`src/hw/rtl/mbpdu_pkg.sv`:
```
// Shared types, codes and constants for the Modbus request PDU builder.
package mbpdu_pkg;

    localparam int MAX_COILS   = 1000;
    localparam int MAX_REGS    = 120;
    localparam int PTS_W       = 10;
    localparam int JOB_BYTES   = 7;
    localparam int IDX_W       = $clog2(JOB_BYTES);
    localparam int QUEUE_DEPTH = 2;
    localparam int QPTR_W      = (QUEUE_DEPTH > 1) ? $clog2(QUEUE_DEPTH) : 1;
    localparam int QCNT_W      = $clog2(QUEUE_DEPTH + 1);

    localparam logic [PTS_W-1:0] MAX_COILS_P = PTS_W'(MAX_COILS);
    localparam logic [PTS_W-1:0] MAX_REGS_P  = PTS_W'(MAX_REGS);

    typedef enum logic [1:0] {
        ACT_READ  = 2'd0,
        ACT_WRITE = 2'd1,
        ACT_DATA  = 2'd2,
        ACT_NONE  = 2'd3
    } action_t;

    typedef enum logic [1:0] {
        TYPE_OUT_COIL = 2'd0,
        TYPE_IN_COIL  = 2'd1,
        TYPE_IN_REG   = 2'd2,
        TYPE_HOLD_REG = 2'd3
    } point_kind_t;

    typedef enum logic [1:0] {
        STATUS_OK         = 2'd0,
        STATUS_BAD_TYPE   = 2'd1,
        STATUS_RANGE      = 2'd2,
        STATUS_UNEXPECTED = 2'd3
    } status_t;

    typedef enum logic [2:0] {
        MODE_IDLE  = 3'd0,
        MODE_SCOIL = 3'd1,
        MODE_MCOIL = 3'd2,
        MODE_SREG  = 3'd3,
        MODE_MREG  = 3'd4
    } mode_t;

    localparam logic [7:0] FC_READ_COILS   = 8'h01;
    localparam logic [7:0] FC_READ_INPUTS  = 8'h02;
    localparam logic [7:0] FC_READ_HOLD    = 8'h03;
    localparam logic [7:0] FC_READ_INREG   = 8'h04;
    localparam logic [7:0] FC_WRITE_COIL   = 8'h05;
    localparam logic [7:0] FC_WRITE_REG    = 8'h06;
    localparam logic [7:0] FC_WRITE_COILS  = 8'h0F;
    localparam logic [7:0] FC_WRITE_REGS   = 8'h10;
    localparam logic [7:0] COIL_ON         = 8'hFF;
    localparam logic [7:0] COIL_OFF        = 8'h00;

    typedef struct packed {
        logic [1:0]  action;
        logic [7:0]  slave_id;
        logic [1:0]  point_kind;
        logic [15:0] base_addr;
        logic [15:0] offset;
        logic [15:0] total_points;
        logic [15:0] write_points;
        logic        single_only;
        logic [15:0] data_value;
    } req_t;

    typedef struct packed {
        logic [7:0]       pdu_byte;
        logic             last_byte;
        logic [1:0]       status;
        logic [PTS_W-1:0] points_used;
    } pdu_t;

    // One classified item: the bytes it sends and how to mark them.
    typedef struct packed {
        logic [JOB_BYTES-1:0][7:0] bytes;
        logic [IDX_W-1:0]          last_idx;
        logic                      final_last;
        logic [1:0]                status;
        logic [PTS_W-1:0]          points;
    } job_t;

endpackage

```
`src/hw/rtl/mbpdu_front.sv`:
```
// Front end: accepts request items, tracks the pending write and builds byte jobs.
module mbpdu_front (
    input  logic              clk,
    input  logic              rst_n,
    input  logic              req_valid,
    output logic              req_stall,
    input  mbpdu_pkg::req_t   req,
    input  logic              job_ready,
    output logic              job_push,
    output mbpdu_pkg::job_t   job
);

    mbpdu_pkg::mode_t              mode_reg, mode_next;
    logic [mbpdu_pkg::PTS_W-1:0]   points_left_reg, points_left_next;
    logic [7:0]                    bit_buffer_reg, bit_buffer_next;
    logic [2:0]                    bit_count_reg, bit_count_next;

    logic                          accept;
    logic [15:0]                   wire_addr;
    logic [15:0]                   read_diff;
    logic [16:0]                   write_end;
    logic [mbpdu_pkg::PTS_W-1:0]   max_pts;
    logic [mbpdu_pkg::PTS_W-1:0]   pts;
    logic [mbpdu_pkg::PTS_W-1:0]   pl_dec;
    logic [mbpdu_pkg::PTS_W:0]     coil_round;
    logic [mbpdu_pkg::PTS_W:0]     reg_bytes;
    logic [7:0]                    byte_count;
    logic [7:0]                    buf_new;
    logic                          coil_on;
    logic [7:0]                    read_fc;
    logic                          is_coil_w;

    assign req_stall = !job_ready;
    assign accept    = req_valid && job_ready;

    always_ff @(posedge clk or negedge rst_n)
    begin
        if (!rst_n)
        begin
            mode_reg        <= mbpdu_pkg::MODE_IDLE;
            points_left_reg <= '0;
            bit_buffer_reg  <= '0;
            bit_count_reg   <= '0;
        end
        else if (accept)
        begin
            mode_reg        <= mode_next;
            points_left_reg <= points_left_next;
            bit_buffer_reg  <= bit_buffer_next;
            bit_count_reg   <= bit_count_next;
        end
    end

    always_comb
    begin
        wire_addr  = req.base_addr + req.offset + 16'hFFFF;
        read_diff  = req.total_points - req.offset;
        write_end  = {1'b0, req.offset} + {1'b0, req.write_points};
        coil_on    = (req.data_value != 16'd0);
        is_coil_w  = (req.point_kind == mbpdu_pkg::TYPE_OUT_COIL);
        pl_dec     = points_left_reg - mbpdu_pkg::PTS_W'(1);
        buf_new    = bit_buffer_reg | (8'(coil_on) << bit_count_reg);

        case (req.point_kind)
            mbpdu_pkg::TYPE_OUT_COIL: read_fc = mbpdu_pkg::FC_READ_COILS;
            mbpdu_pkg::TYPE_IN_COIL:  read_fc = mbpdu_pkg::FC_READ_INPUTS;
            mbpdu_pkg::TYPE_IN_REG:   read_fc = mbpdu_pkg::FC_READ_INREG;
            default:                  read_fc = mbpdu_pkg::FC_READ_HOLD;
        endcase
        max_pts = req.point_kind[1] ? mbpdu_pkg::MAX_REGS_P : mbpdu_pkg::MAX_COILS_P;

        pts = '0;
        if (req.action == mbpdu_pkg::ACT_READ)
        begin
            pts = (read_diff > 16'(max_pts)) ? max_pts : read_diff[mbpdu_pkg::PTS_W-1:0];
        end
        else if (req.action == mbpdu_pkg::ACT_WRITE)
        begin
            pts = (req.write_points > 16'(max_pts)) ? max_pts
                                                    : req.write_points[mbpdu_pkg::PTS_W-1:0];
            if (req.single_only)
                pts = mbpdu_pkg::PTS_W'(1);
        end

        coil_round = ({1'b0, pts} + (mbpdu_pkg::PTS_W + 1)'(7)) >> 3;
        reg_bytes  = {pts, 1'b0};
        byte_count = is_coil_w ? coil_round[7:0] : reg_bytes[7:0];

        mode_next        = mode_reg;
        points_left_next = points_left_reg;
        bit_buffer_next  = bit_buffer_reg;
        bit_count_next   = bit_count_reg;
        job_push         = 1'b0;
        job              = '0;

        case (req.action)
            mbpdu_pkg::ACT_READ:
            begin
                mode_next        = mbpdu_pkg::MODE_IDLE;
                points_left_next = '0;
                bit_buffer_next  = '0;
                bit_count_next   = '0;
                job_push         = accept;
                if (req.offset > req.total_points)
                begin
                    job.final_last = 1'b1;
                    job.status     = mbpdu_pkg::STATUS_RANGE;
                end
                else
                begin
                    job.bytes[0]   = req.slave_id;
                    job.bytes[1]   = read_fc;
                    job.bytes[2]   = wire_addr[15:8];
                    job.bytes[3]   = wire_addr[7:0];
                    job.bytes[4]   = 8'(pts >> 8);
                    job.bytes[5]   = pts[7:0];
                    job.last_idx   = mbpdu_pkg::IDX_W'(5);
                    job.final_last = 1'b1;
                    job.points     = pts;
                end
            end
            mbpdu_pkg::ACT_WRITE:
            begin
                mode_next        = mbpdu_pkg::MODE_IDLE;
                points_left_next = '0;
                bit_buffer_next  = '0;
                bit_count_next   = '0;
                job_push         = accept;
                if (write_end > {1'b0, req.total_points} || req.write_points == 16'd0)
                begin
                    job.final_last = 1'b1;
                    job.status     = mbpdu_pkg::STATUS_RANGE;
                end
                else if (req.point_kind != mbpdu_pkg::TYPE_OUT_COIL &&
                         req.point_kind != mbpdu_pkg::TYPE_HOLD_REG)
                begin
                    job.final_last = 1'b1;
                    job.status     = mbpdu_pkg::STATUS_BAD_TYPE;
                end
                else
                begin
                    points_left_next = pts;
                    job.bytes[0]     = req.slave_id;
                    job.bytes[2]     = wire_addr[15:8];
                    job.bytes[3]     = wire_addr[7:0];
                    job.points       = pts;
                    if (req.single_only)
                    begin
                        mode_next    = is_coil_w ? mbpdu_pkg::MODE_SCOIL : mbpdu_pkg::MODE_SREG;
                        job.bytes[1] = is_coil_w ? mbpdu_pkg::FC_WRITE_COIL
                                                 : mbpdu_pkg::FC_WRITE_REG;
                        job.last_idx = mbpdu_pkg::IDX_W'(3);
                    end
                    else
                    begin
                        mode_next    = is_coil_w ? mbpdu_pkg::MODE_MCOIL : mbpdu_pkg::MODE_MREG;
                        job.bytes[1] = is_coil_w ? mbpdu_pkg::FC_WRITE_COILS
                                                 : mbpdu_pkg::FC_WRITE_REGS;
                        job.bytes[4] = 8'(pts >> 8);
                        job.bytes[5] = pts[7:0];
                        job.bytes[6] = byte_count;
                        job.last_idx = mbpdu_pkg::IDX_W'(6);
                    end
                end
            end
            mbpdu_pkg::ACT_DATA:
            begin
                case (mode_reg)
                    mbpdu_pkg::MODE_SCOIL:
                    begin
                        job_push         = accept;
                        job.bytes[0]     = coil_on ? mbpdu_pkg::COIL_ON : mbpdu_pkg::COIL_OFF;
                        job.bytes[1]     = mbpdu_pkg::COIL_OFF;
                        job.last_idx     = mbpdu_pkg::IDX_W'(1);
                        job.final_last   = 1'b1;
                        mode_next        = mbpdu_pkg::MODE_IDLE;
                        points_left_next = '0;
                    end
                    mbpdu_pkg::MODE_SREG:
                    begin
                        job_push         = accept;
                        job.bytes[0]     = req.data_value[15:8];
                        job.bytes[1]     = req.data_value[7:0];
                        job.last_idx     = mbpdu_pkg::IDX_W'(1);
                        job.final_last   = 1'b1;
                        mode_next        = mbpdu_pkg::MODE_IDLE;
                        points_left_next = '0;
                    end
                    mbpdu_pkg::MODE_MREG:
                    begin
                        job_push         = accept;
                        job.bytes[0]     = req.data_value[15:8];
                        job.bytes[1]     = req.data_value[7:0];
                        job.last_idx     = mbpdu_pkg::IDX_W'(1);
                        job.final_last   = (pl_dec == '0);
                        points_left_next = pl_dec;
                        if (pl_dec == '0)
                            mode_next = mbpdu_pkg::MODE_IDLE;
                    end
                    mbpdu_pkg::MODE_MCOIL:
                    begin
                        points_left_next = pl_dec;
                        // a byte goes out when it fills or when the last coil arrives
                        if (bit_count_reg == 3'd7 || pl_dec == '0)
                        begin
                            job_push        = accept;
                            job.bytes[0]    = buf_new;
                            job.final_last  = (pl_dec == '0);
                            bit_buffer_next = '0;
                            bit_count_next  = '0;
                            if (pl_dec == '0)
                                mode_next = mbpdu_pkg::MODE_IDLE;
                        end
                        else
                        begin
                            bit_buffer_next = buf_new;
                            bit_count_next  = bit_count_reg + 3'd1;
                        end
                    end
                    default:
                    begin
                        job_push       = accept;
                        job.final_last = 1'b1;
                        job.status     = mbpdu_pkg::STATUS_UNEXPECTED;
                    end
                endcase
            end
            default:
            begin
                job_push = 1'b0;
            end
        endcase
    end

`ifndef SYNTHESIS
    a_idle_clean: assert property (@(posedge clk) disable iff (!rst_n)
        mode_reg == mbpdu_pkg::MODE_IDLE |->
            points_left_reg == '0 && bit_count_reg == '0 && bit_buffer_reg == '0)
        else $error("idle mode with leftover write state");

    a_multi_left: assert property (@(posedge clk) disable iff (!rst_n)
        (mode_reg == mbpdu_pkg::MODE_MCOIL || mode_reg == mbpdu_pkg::MODE_MREG) |->
            points_left_reg != '0)
        else $error("multiple write pending with no points left");

    a_single_left: assert property (@(posedge clk) disable iff (!rst_n)
        (mode_reg == mbpdu_pkg::MODE_SCOIL || mode_reg == mbpdu_pkg::MODE_SREG) |->
            points_left_reg == mbpdu_pkg::PTS_W'(1) && bit_count_reg == '0)
        else $error("single write pending with wrong point count");
`endif

endmodule

```
`src/hw/rtl/mbpdu_queue.sv`:
```
// Short job queue between the front end and the byte serializer.
module mbpdu_queue (
    input  logic            clk,
    input  logic            rst_n,
    input  logic            push,
    input  mbpdu_pkg::job_t push_job,
    output logic            ready,
    input  logic            pop,
    output logic            valid,
    output mbpdu_pkg::job_t pop_job
);

    mbpdu_pkg::job_t                 slot_reg [mbpdu_pkg::QUEUE_DEPTH];
    logic [mbpdu_pkg::QPTR_W-1:0]    wr_ptr_reg, wr_ptr_next;
    logic [mbpdu_pkg::QPTR_W-1:0]    rd_ptr_reg, rd_ptr_next;
    logic [mbpdu_pkg::QCNT_W-1:0]    count_reg, count_next;
    logic                            do_push;
    logic                            do_pop;

    assign ready   = (count_reg != mbpdu_pkg::QCNT_W'(mbpdu_pkg::QUEUE_DEPTH));
    assign valid   = (count_reg != '0);
    assign pop_job = slot_reg[rd_ptr_reg];
    assign do_push = push && ready;
    assign do_pop  = pop && valid;

    always_comb
    begin
        wr_ptr_next = wr_ptr_reg;
        rd_ptr_next = rd_ptr_reg;
        count_next  = count_reg;
        if (do_push)
            wr_ptr_next = (wr_ptr_reg == mbpdu_pkg::QPTR_W'(mbpdu_pkg::QUEUE_DEPTH - 1))
                          ? '0 : wr_ptr_reg + mbpdu_pkg::QPTR_W'(1);
        if (do_pop)
            rd_ptr_next = (rd_ptr_reg == mbpdu_pkg::QPTR_W'(mbpdu_pkg::QUEUE_DEPTH - 1))
                          ? '0 : rd_ptr_reg + mbpdu_pkg::QPTR_W'(1);
        if (do_push && !do_pop)
            count_next = count_reg + mbpdu_pkg::QCNT_W'(1);
        else if (do_pop && !do_push)
            count_next = count_reg - mbpdu_pkg::QCNT_W'(1);
    end

    always_ff @(posedge clk or negedge rst_n)
    begin
        if (!rst_n)
        begin
            wr_ptr_reg <= '0;
            rd_ptr_reg <= '0;
            count_reg  <= '0;
        end
        else
        begin
            wr_ptr_reg <= wr_ptr_next;
            rd_ptr_reg <= rd_ptr_next;
            count_reg  <= count_next;
        end
    end

    always_ff @(posedge clk)
    begin
        if (do_push)
            slot_reg[wr_ptr_reg] <= push_job;
    end

endmodule

```
`src/hw/rtl/mbpdu_back.sv`:
```
// Back end: walks each job byte by byte into the registered output.
module mbpdu_back (
    input  logic            clk,
    input  logic            rst_n,
    input  logic            job_valid,
    input  mbpdu_pkg::job_t job,
    output logic            job_pop,
    output logic            pdu_valid,
    input  logic            pdu_stall,
    output mbpdu_pkg::pdu_t pdu
);

    mbpdu_pkg::job_t               cur_reg;
    logic                          busy_reg, busy_next;
    logic [mbpdu_pkg::IDX_W-1:0]   idx_reg, idx_next;
    logic                          out_valid_reg, out_valid_next;
    mbpdu_pkg::pdu_t               out_reg;
    logic                          can_send;
    logic                          send;
    logic                          finish;

    assign can_send = !out_valid_reg || !pdu_stall;
    assign send     = busy_reg && can_send;
    assign finish   = send && (idx_reg == cur_reg.last_idx);
    assign job_pop  = job_valid && (!busy_reg || finish);

    assign pdu_valid = out_valid_reg;
    assign pdu       = out_reg;

    always_comb
    begin
        busy_next      = busy_reg;
        idx_next       = idx_reg;
        out_valid_next = out_valid_reg;
        if (send)
            out_valid_next = 1'b1;
        else if (!pdu_stall)
            out_valid_next = 1'b0;
        if (job_pop)
        begin
            busy_next = 1'b1;
            idx_next  = '0;
        end
        else if (finish)
            busy_next = 1'b0;
        else if (send)
            idx_next = idx_reg + mbpdu_pkg::IDX_W'(1);
    end

    always_ff @(posedge clk or negedge rst_n)
    begin
        if (!rst_n)
        begin
            busy_reg      <= 1'b0;
            idx_reg       <= '0;
            out_valid_reg <= 1'b0;
        end
        else
        begin
            busy_reg      <= busy_next;
            idx_reg       <= idx_next;
            out_valid_reg <= out_valid_next;
        end
    end

    always_ff @(posedge clk)
    begin
        if (job_pop)
            cur_reg <= job;
        if (send)
        begin
            out_reg.pdu_byte    <= cur_reg.bytes[idx_reg];
            out_reg.last_byte   <= finish && cur_reg.final_last;
            out_reg.status      <= cur_reg.status;
            out_reg.points_used <= cur_reg.points;
        end
    end

`ifndef SYNTHESIS
    a_idx_range: assert property (@(posedge clk) disable iff (!rst_n)
        busy_reg |-> idx_reg <= cur_reg.last_idx)
        else $error("byte index past end of job");

    a_pop_start: assert property (@(posedge clk) disable iff (!rst_n)
        job_pop |=> busy_reg && idx_reg == '0)
        else $error("popped job did not start at first byte");

    a_err_single: assert property (@(posedge clk) disable iff (!rst_n)
        out_valid_reg && out_reg.status != mbpdu_pkg::STATUS_OK |->
            out_reg.last_byte && out_reg.pdu_byte == 8'd0)
        else $error("error result not a single marked zero byte");
`endif

endmodule

```
`src/hw/rtl/modbus_request_pdu_builder.sv`:
```
// Top level of the Modbus request PDU builder: front end, job queue, byte serializer.
//
//   channel  dir  handshake           payload
//   req      in   req_valid/req_stall mbpdu_pkg::req_t (one request item)
//   pdu      out  pdu_valid/pdu_stall mbpdu_pkg::pdu_t (one PDU byte)
//
// The front end takes one item per cycle while the two-entry job queue has room.
// The serializer sends one byte per cycle while pdu is not stalled: a read header is 6
// bytes, a write header 4 or 7, a data item 0 to 2 (a coil short of a full byte sends
// none), an error 1; the output byte rate sets throughput.
// Reset clears the pending write, the queue and the output valid flag.
// A stall on pdu backs up through the queue to req_stall; the front end needs no wait.
module modbus_request_pdu_builder (
    input  logic            clk,
    input  logic            rst_n,
    input  logic            req_valid,
    output logic            req_stall,
    input  mbpdu_pkg::req_t req,
    output logic            pdu_valid,
    input  logic            pdu_stall,
    output mbpdu_pkg::pdu_t pdu
);

    logic            q_ready;
    logic            q_push;
    mbpdu_pkg::job_t q_in;
    logic            q_valid;
    logic            q_pop;
    mbpdu_pkg::job_t q_out;

    mbpdu_front u_front (
        .clk       (clk),
        .rst_n     (rst_n),
        .req_valid (req_valid),
        .req_stall (req_stall),
        .req       (req),
        .job_ready (q_ready),
        .job_push  (q_push),
        .job       (q_in)
    );

    mbpdu_queue u_queue (
        .clk      (clk),
        .rst_n    (rst_n),
        .push     (q_push),
        .push_job (q_in),
        .ready    (q_ready),
        .pop      (q_pop),
        .valid    (q_valid),
        .pop_job  (q_out)
    );

    mbpdu_back u_back (
        .clk       (clk),
        .rst_n     (rst_n),
        .job_valid (q_valid),
        .job       (q_out),
        .job_pop   (q_pop),
        .pdu_valid (pdu_valid),
        .pdu_stall (pdu_stall),
        .pdu       (pdu)
    );

endmodule
```
`config.mk`:
```
export PLATFORM = sky130hd
export DESIGN_NAME = modbus_request_pdu_builder
export DESIGN_NICKNAME = d
export VERILOG_FILES = /design/src/hw/rtl/mbpdu_pkg.sv /design/src/hw/rtl/mbpdu_front.sv /design/src/hw/rtl/mbpdu_queue.sv /design/src/hw/rtl/mbpdu_back.sv /design/src/hw/rtl/modbus_request_pdu_builder.sv
export SDC_FILE = /design/constraint.sdc
export NUM_CORES = 1
export LEC_CHECK = 0
export BUFFER_PORTS_ARGS = -buffer_cell sky130_fd_sc_hd__buf_2
export CAP_MARGIN = 10
export CELL_PAD_IN_SITES_DETAIL_PLACEMENT = 2
export CELL_PAD_IN_SITES_GLOBAL_PLACEMENT = 2
export CORE_MARGIN = 2
export CORE_UTILIZATION = 44
export CTS_CLUSTER_SIZE = 40
export DETAILED_ROUTE_END_ITERATION = 8
export GPL_TIMING_DRIVEN = 0
export PLACE_DENSITY = 0.95
export SLEW_MARGIN = 20
export SYNTH_ARGS = -nofsm -noshare
export SYNTH_HDL_FRONTEND = slang
export SYNTH_SLANG_ARGS = --single-unit
```
`constraint.sdc`:
```
create_clock -name clk -period 8.92 [get_ports clk]
set_clock_uncertainty 0.15 [all_clocks]
set_input_delay 1.338 -clock clk [delete_from_list [all_inputs] [get_ports clk]]
set_output_delay 1.338 -clock clk [all_outputs]
set_load 0.005 [all_outputs]
```
Word-level counts from Yosys, hierarchy flattened --
Memory sizes are Yosys's and may differ from the RTL's. A register that Yosys moved wholly into a read port is not among the register bits. Index checks and enable logic that the tools add are counted.
Storage, ports and cells: register bits 54, memory bits (writable) 144, input port bits 97, output and inout port bits 23, logic and storage cells 163, memories 1
Operators by class: add/sub/neg operators 12, $lt $le $gt $ge 5, equal/unequal tests 18, shifts and indexed selects 1, muxes and demuxes 69, bitwise gates (word level) 1, reduce and logical (&&, ||, !) cells 42
Memories:
- u_queue.slot_reg | words 2, bits a word 72, rd ports 1, clocked after memory_dff 1, wr ports 1, line mbpdu_queue.sv:13 | mbpdu_pkg::job_t slot_reg [mbpdu_pkg::QUEUE_DEPTH];
Operators with widths (number):
- $mux 59 | 2
- $mux 10 | 9
- $mux 8 | 9
- $pmux 22 s3 | 1
- $pmux 32 s2 | 1
- $mux 51 | 1
- $mux 3 | 14
- $pmux 10 s2 | 2
- $gt 16x10->1 | 2
- $pmux 10 s3 | 1
- $pmux 3 s3 | 3
- $bmux 8 s3 | 1
- $mux 24 | 1
- $pmux 8 s3 | 1
- $add 16x16->17 | 1
- $gt 17x16->1 | 1
- $add 16x16->16 | 1
- $add 16x16->16 const B | 1
- $gt 16x16->1 | 1
- $logic_not 16->1 | 1
- $pmux 8 s2 | 1
- $reduce_bool 16->1 | 1
- $sub 16x16->16 | 1
- $mux 1 | 12
- other kinds (37) | 79

Longest topological paths before layout --
depth in word-level cells 12, gate-level depth with buffers 27, gate-level depth less buffers 26

Hierarchy --
Synthesis repeated with hierarchy kept, for this count alone.
Unflattened totals: cell total of the unflattened synthesis 1281, area total of the unflattened synthesis 15354.7 µm²
By module, submodules not included:
- mbpdu_front | times used 1, cells each 858, area each 6032.0 µm², seq. area each 600.6 µm²
- mbpdu_queue | times used 1, cells each 242, area each 5739.3 µm², seq. area each 4424.2 µm²
- mbpdu_back | times used 1, cells each 181, area each 3583.4 µm², seq. area each 2917.8 µm²

Worst setup path after synthesis --
No wires, ideal clock.
path kind input to register, start in pdu_stall, end reg u_queue.count_reg[1] in the netlist's numbering, setup time 0.079 ns, arrival 6.585 ns, data required time 8.691 ns, setup slack 2.106 ns, cell stages on the path 9, buffers on the path 0, path through nand2_1 -> and2_1 -> nand4_1 -> a21oi_1 -> inv_1 -> ha_1 -> xor2_1 -> nor2_1 -> xor2_1
Between the ends: cells in the longest elaborated chain, start to end 10, elaborated cells on any way between the ends 12, those cells by class 1 x mux; 11 x reduce/logical
RTL lines:
- start: declaration | line modbus_request_pdu_builder.sv:20 | input logic pdu_stall,
- $logic_not 1->1 * | line mbpdu_back.sv:22 | assign can_send = !out_valid_reg || !pdu_stall;
- $logic_or 1x1->1 * | line mbpdu_back.sv:22
- $logic_and 1x1->1 * | line mbpdu_back.sv:23 | assign send = busy_reg && can_send;
- $logic_and 1x1->1 * | line mbpdu_back.sv:24 | assign finish = send && (idx_reg == cur_reg.last_idx);
- $logic_or 1x1->1 * | line mbpdu_back.sv:25 | assign job_pop = job_valid && (!busy_reg || finish);
- $logic_and 1x1->1 * | line mbpdu_back.sv:25
- via q_pop | line modbus_request_pdu_builder.sv:28 | logic q_pop;
- $logic_and 1x1->1 * | line mbpdu_queue.sv:24 | assign do_pop = pop && valid;
- $logic_not 1->1 | line mbpdu_queue.sv:37 | if (do_push && !do_pop)
- $logic_and 1x1->1 | line mbpdu_queue.sv:37
- $mux 2 or $reduce_bool 2->1 (tied branches)
- end signal: assignment | line mbpdu_queue.sv:55 | count_reg <= count_next;
- end: declaration | line mbpdu_queue.sv:16 | logic [mbpdu_pkg::QCNT_W-1:0] count_reg, count_next;
The timed path passes the listed nets; every way through them passes the cells marked *. A chain may end at the register's enable or synchronous reset.

==> impl_metrics.tcl <==
set metrics [dict create \
    cp_slowest_stage_delay_ps 640 \
    cts.sinks 252 \
    max-clock-path-buffers 3 \
    nets 1583 \
    cts_setup_buffers 0 \
    rsz0062_at_grt "false" \
    fmax_ghz 0.129 \
    rows 65 \
    synth-main-ff-cell "edfxtp_1" \
    tns_ps 0 \
    grt_use_total_pct 34.5 \
    end_kind "flop" \
    routabilityCongestion 0.889 \
    cp.buffers_inverters 2 \
    drc 0 \
    startpoint_type "input port" \
    setup_violations 0 \
    combPwrFrac_pct 30.7 \
    crit_family "compound AO/OA/AOI/OAI gates" \
    ys_ff_latch 252 \
    yosys.area.top_type "edfxtp_1" \
    synth_area_leaders "edfxtp_1 (47%), ha_1 (9.2%), dfrtp_1 (5.9%), mux2_2 (5.5%), a21oi_1 (3.4%)" \
    synth_commonest_cells "edfxtp_1 (219), inv_1 (110), ha_1 (103)" \
    switching_share_pct 34.5 \
    cts_root_buf "clkbuf_16" \
    ant_nets 0 \
    firstDrtPassIters 5 \
    largest_reg_flops 132 \
    cap_violations 0 \
    worst_pin_slew_ps 1020 \
    wl_per_cell_um 31.7 \
    status "finished clean" \
    grt_max_degree 40 \
    internal_power_mw 2.67 \
    min_period_ps 7730 \
    power_density_nw_per_um2 251 \
    hold_viol 0 \
    power.share.clock_pct 28.7 \
    setup_ws_ps 1190 \
    port_buffers 119 \
    dpl.hpwl_um 39800 \
    gr-total-overflow 0 \
    finalMaxSlewViolations 0 \
    yosysSeqAreaShare_pct 52.6 \
    min_path_type "reg -> reg" \
    yosysMostFrequentCell "edfxtp_1" \
    core-area_sq_um 31600 \
    clkSlewWorstSetupHoldPaths_ps 70 \
    htree_num_levels 1 \
    die_w_um 183 \
    start_util_pct 44.6 \
    r2r_slack_ps 4990 \
    ys_types 75 \
    synth_edf_count 219 \
    holdWs_ps 275 \
    insertion_delay_ps 570 \
    syn_inst 1225 \
    pwr-share-seq_pct 40.6 \
    ctsHoldBuffers 0 \
    drt_wl_total_um 57300 \
    switchingPower_mw 1.40 \
    grt_pass1_vias 12500 \
    dr_total_vias 11400 \
    initialDrtViolationCount 969 \
    drt-vias-per-instance 6.34 \
    die_h_um 183 \
    yosysTopAreaCellShare_pct 46.7 \
    critPathRequiredTime_ps 9040 \
    cts_tree "built" \
    arrival_ps 7850 \
    async_flop_share_pct 13.1 \
    cp_slowest_cell "o41ai_1" \
    areaGrowthSynthToFinish_pct 15.6 \
    leakage_nw 6.32 \
    avgSynthCellArea_sq_um 11.5 \
    mappedNetlistNets 1428 \
    dp_slack_ps 755 \
    crit_type "in -> reg" \
    cts_resized 0 \
    yosys_warnings 0 \
    finalPower_mw 4.08 \
    ir_worst_vdd_v 0.000160 \
    cp_max_fo 10 \
    grt_pass1_wl_um 84300 \
    timing.final.crit_share_pct 86.6 \
    slew_headroom_pct 32.0 \
    ios 120 \
    dieArea_sq_um 33400 \
    netlist_area_sq_um 14100 \
    antenna_found_initial 9 \
    drive_above_1_share_pct 19.0 \
    cts-buffers-inserted 27 \
]
## worst register-to-register path, stage by stage (launching register included)
cell and delay (ps):
dfrtp_1 450, inv_1 160, ha_1 250, xor2_1 230
nor3_1 80, nand4_1 260, nor2b_1 280, a21boi_0 190
o31ai_1 750, inv_1 190, and2_4 360, buf_12 260
## worst paths after layout
kind | depth (start not counted) | to | startpoint
setup / recovery | 28 | u_queue.slot_reg[1][65] | req[18]
hold / removal | 0 | u_back.pdu[8] | u_back.cur_reg[8]
setup reg to reg | 11 | u_queue.slot_reg[1][0] | u_front.points_left_reg[0]
hold reg to reg | 0 | u_back.pdu[8] | u_back.cur_reg[8]
max in group asynchronous | 1 | u_front.points_left_reg[2] | rst_n
min in group asynchronous | 1 | u_back.idx_reg[2] | rst_n
## power by group through the flow
stage | combinational [mW] | sequential, mW | clock [mW]
after floorplan | 0.707 | 1.63 | 0
after global placement | 1.01 | 1.65 | 0
after detailed placement | 1.18 | 1.66 | 0
after CTS | 1.24 | 1.65 | 1.17
after global routing | 1.33 | 1.66 | 1.21
final | 1.25 | 1.65 | 1.17
## cells in the final DEF (no fill, tap or decap), types with 5 or more instances in the layout
cell type and instances:
xnor2_1 31, mux4_2 8, inv_1 110, mux2_2 69, clkbuf_16 27, a21boi_0 6, nand2_1 69, ha_1 103
nand2b_1 16, clkinv_2 5, a21o_1 12, mux2i_1 5, o22ai_1 9, nor3b_1 5, xor2_1 18, a22oi_1 14
clkinv_1 6, nor3_1 23, a31oi_1 10, nor2b_1 18, o21ai_0 59, o211ai_1 5, buf_16 5, buf_1 5
and2_1 7, nor4_1 8, or3_1 11, a21oi_1 95, dfrtp_1 33, buf_2 120, a211oi_1 5, nand4_1 12
o21bai_1 8, a22o_1 10, nand3_1 13, clkbuf_1 29, edfxtp_1 219, o21a_1 16, nor2_1 99
## routing by layer
layer | up-vias | wire (um) | track usage (%) | part of all wire (%)
met5 | - | 48 | 0 | 0.084
met4 | 6 | 3160 | 17.5 | 5.5
met3 | 182 | 3600 | 5.18 | 6.3
met2 | 608 | 28200 | 59.6 | 49
met1 | 5810 | 22400 | 42.2 | 39
li1 | 4838 | - | - | -
## through the flow
step	cells	cell area, sq um	util, %
floorplan	1225	14100	-
global placement	1746	15200	48.1
detailed placement	1753	15400	48.7
CTS	1803	16200	51.5
global route	1805	16300	51.5
finish	1806	16300	51.5
## cell type report
type | instances | area, sq um
flip-flops and latches | 252 | 7400
fillers | 3145 | 15300
clock inverters | 15 | 146
multi-input cells | 834 | 6180
repair buffers | 126 | 773
well taps | 402 | 503
inverters | 110 | 413
plain buffers | 29 | 110
diodes | 3 | 7.51
clock buffers | 35 | 726
## cells by family after synthesis
| family | after synthesis | synth area share, % |
|---|---|---|
| AND/OR/NAND/NOR | 308 | 10.7 |
| adder cells (fa/ha/maj) | 106 | 9.58 |
| multiplexers | 82 | 7.16 |
| buffers and inverters | 139 | 3.72 |
| flip-flops | 252 | 52.6 |
| XOR/XNOR | 49 | 3.05 |
| AO/OA/AOI/OAI | 289 | 13.2 |
No activity file was read; power rests on OpenSTA's default activity.
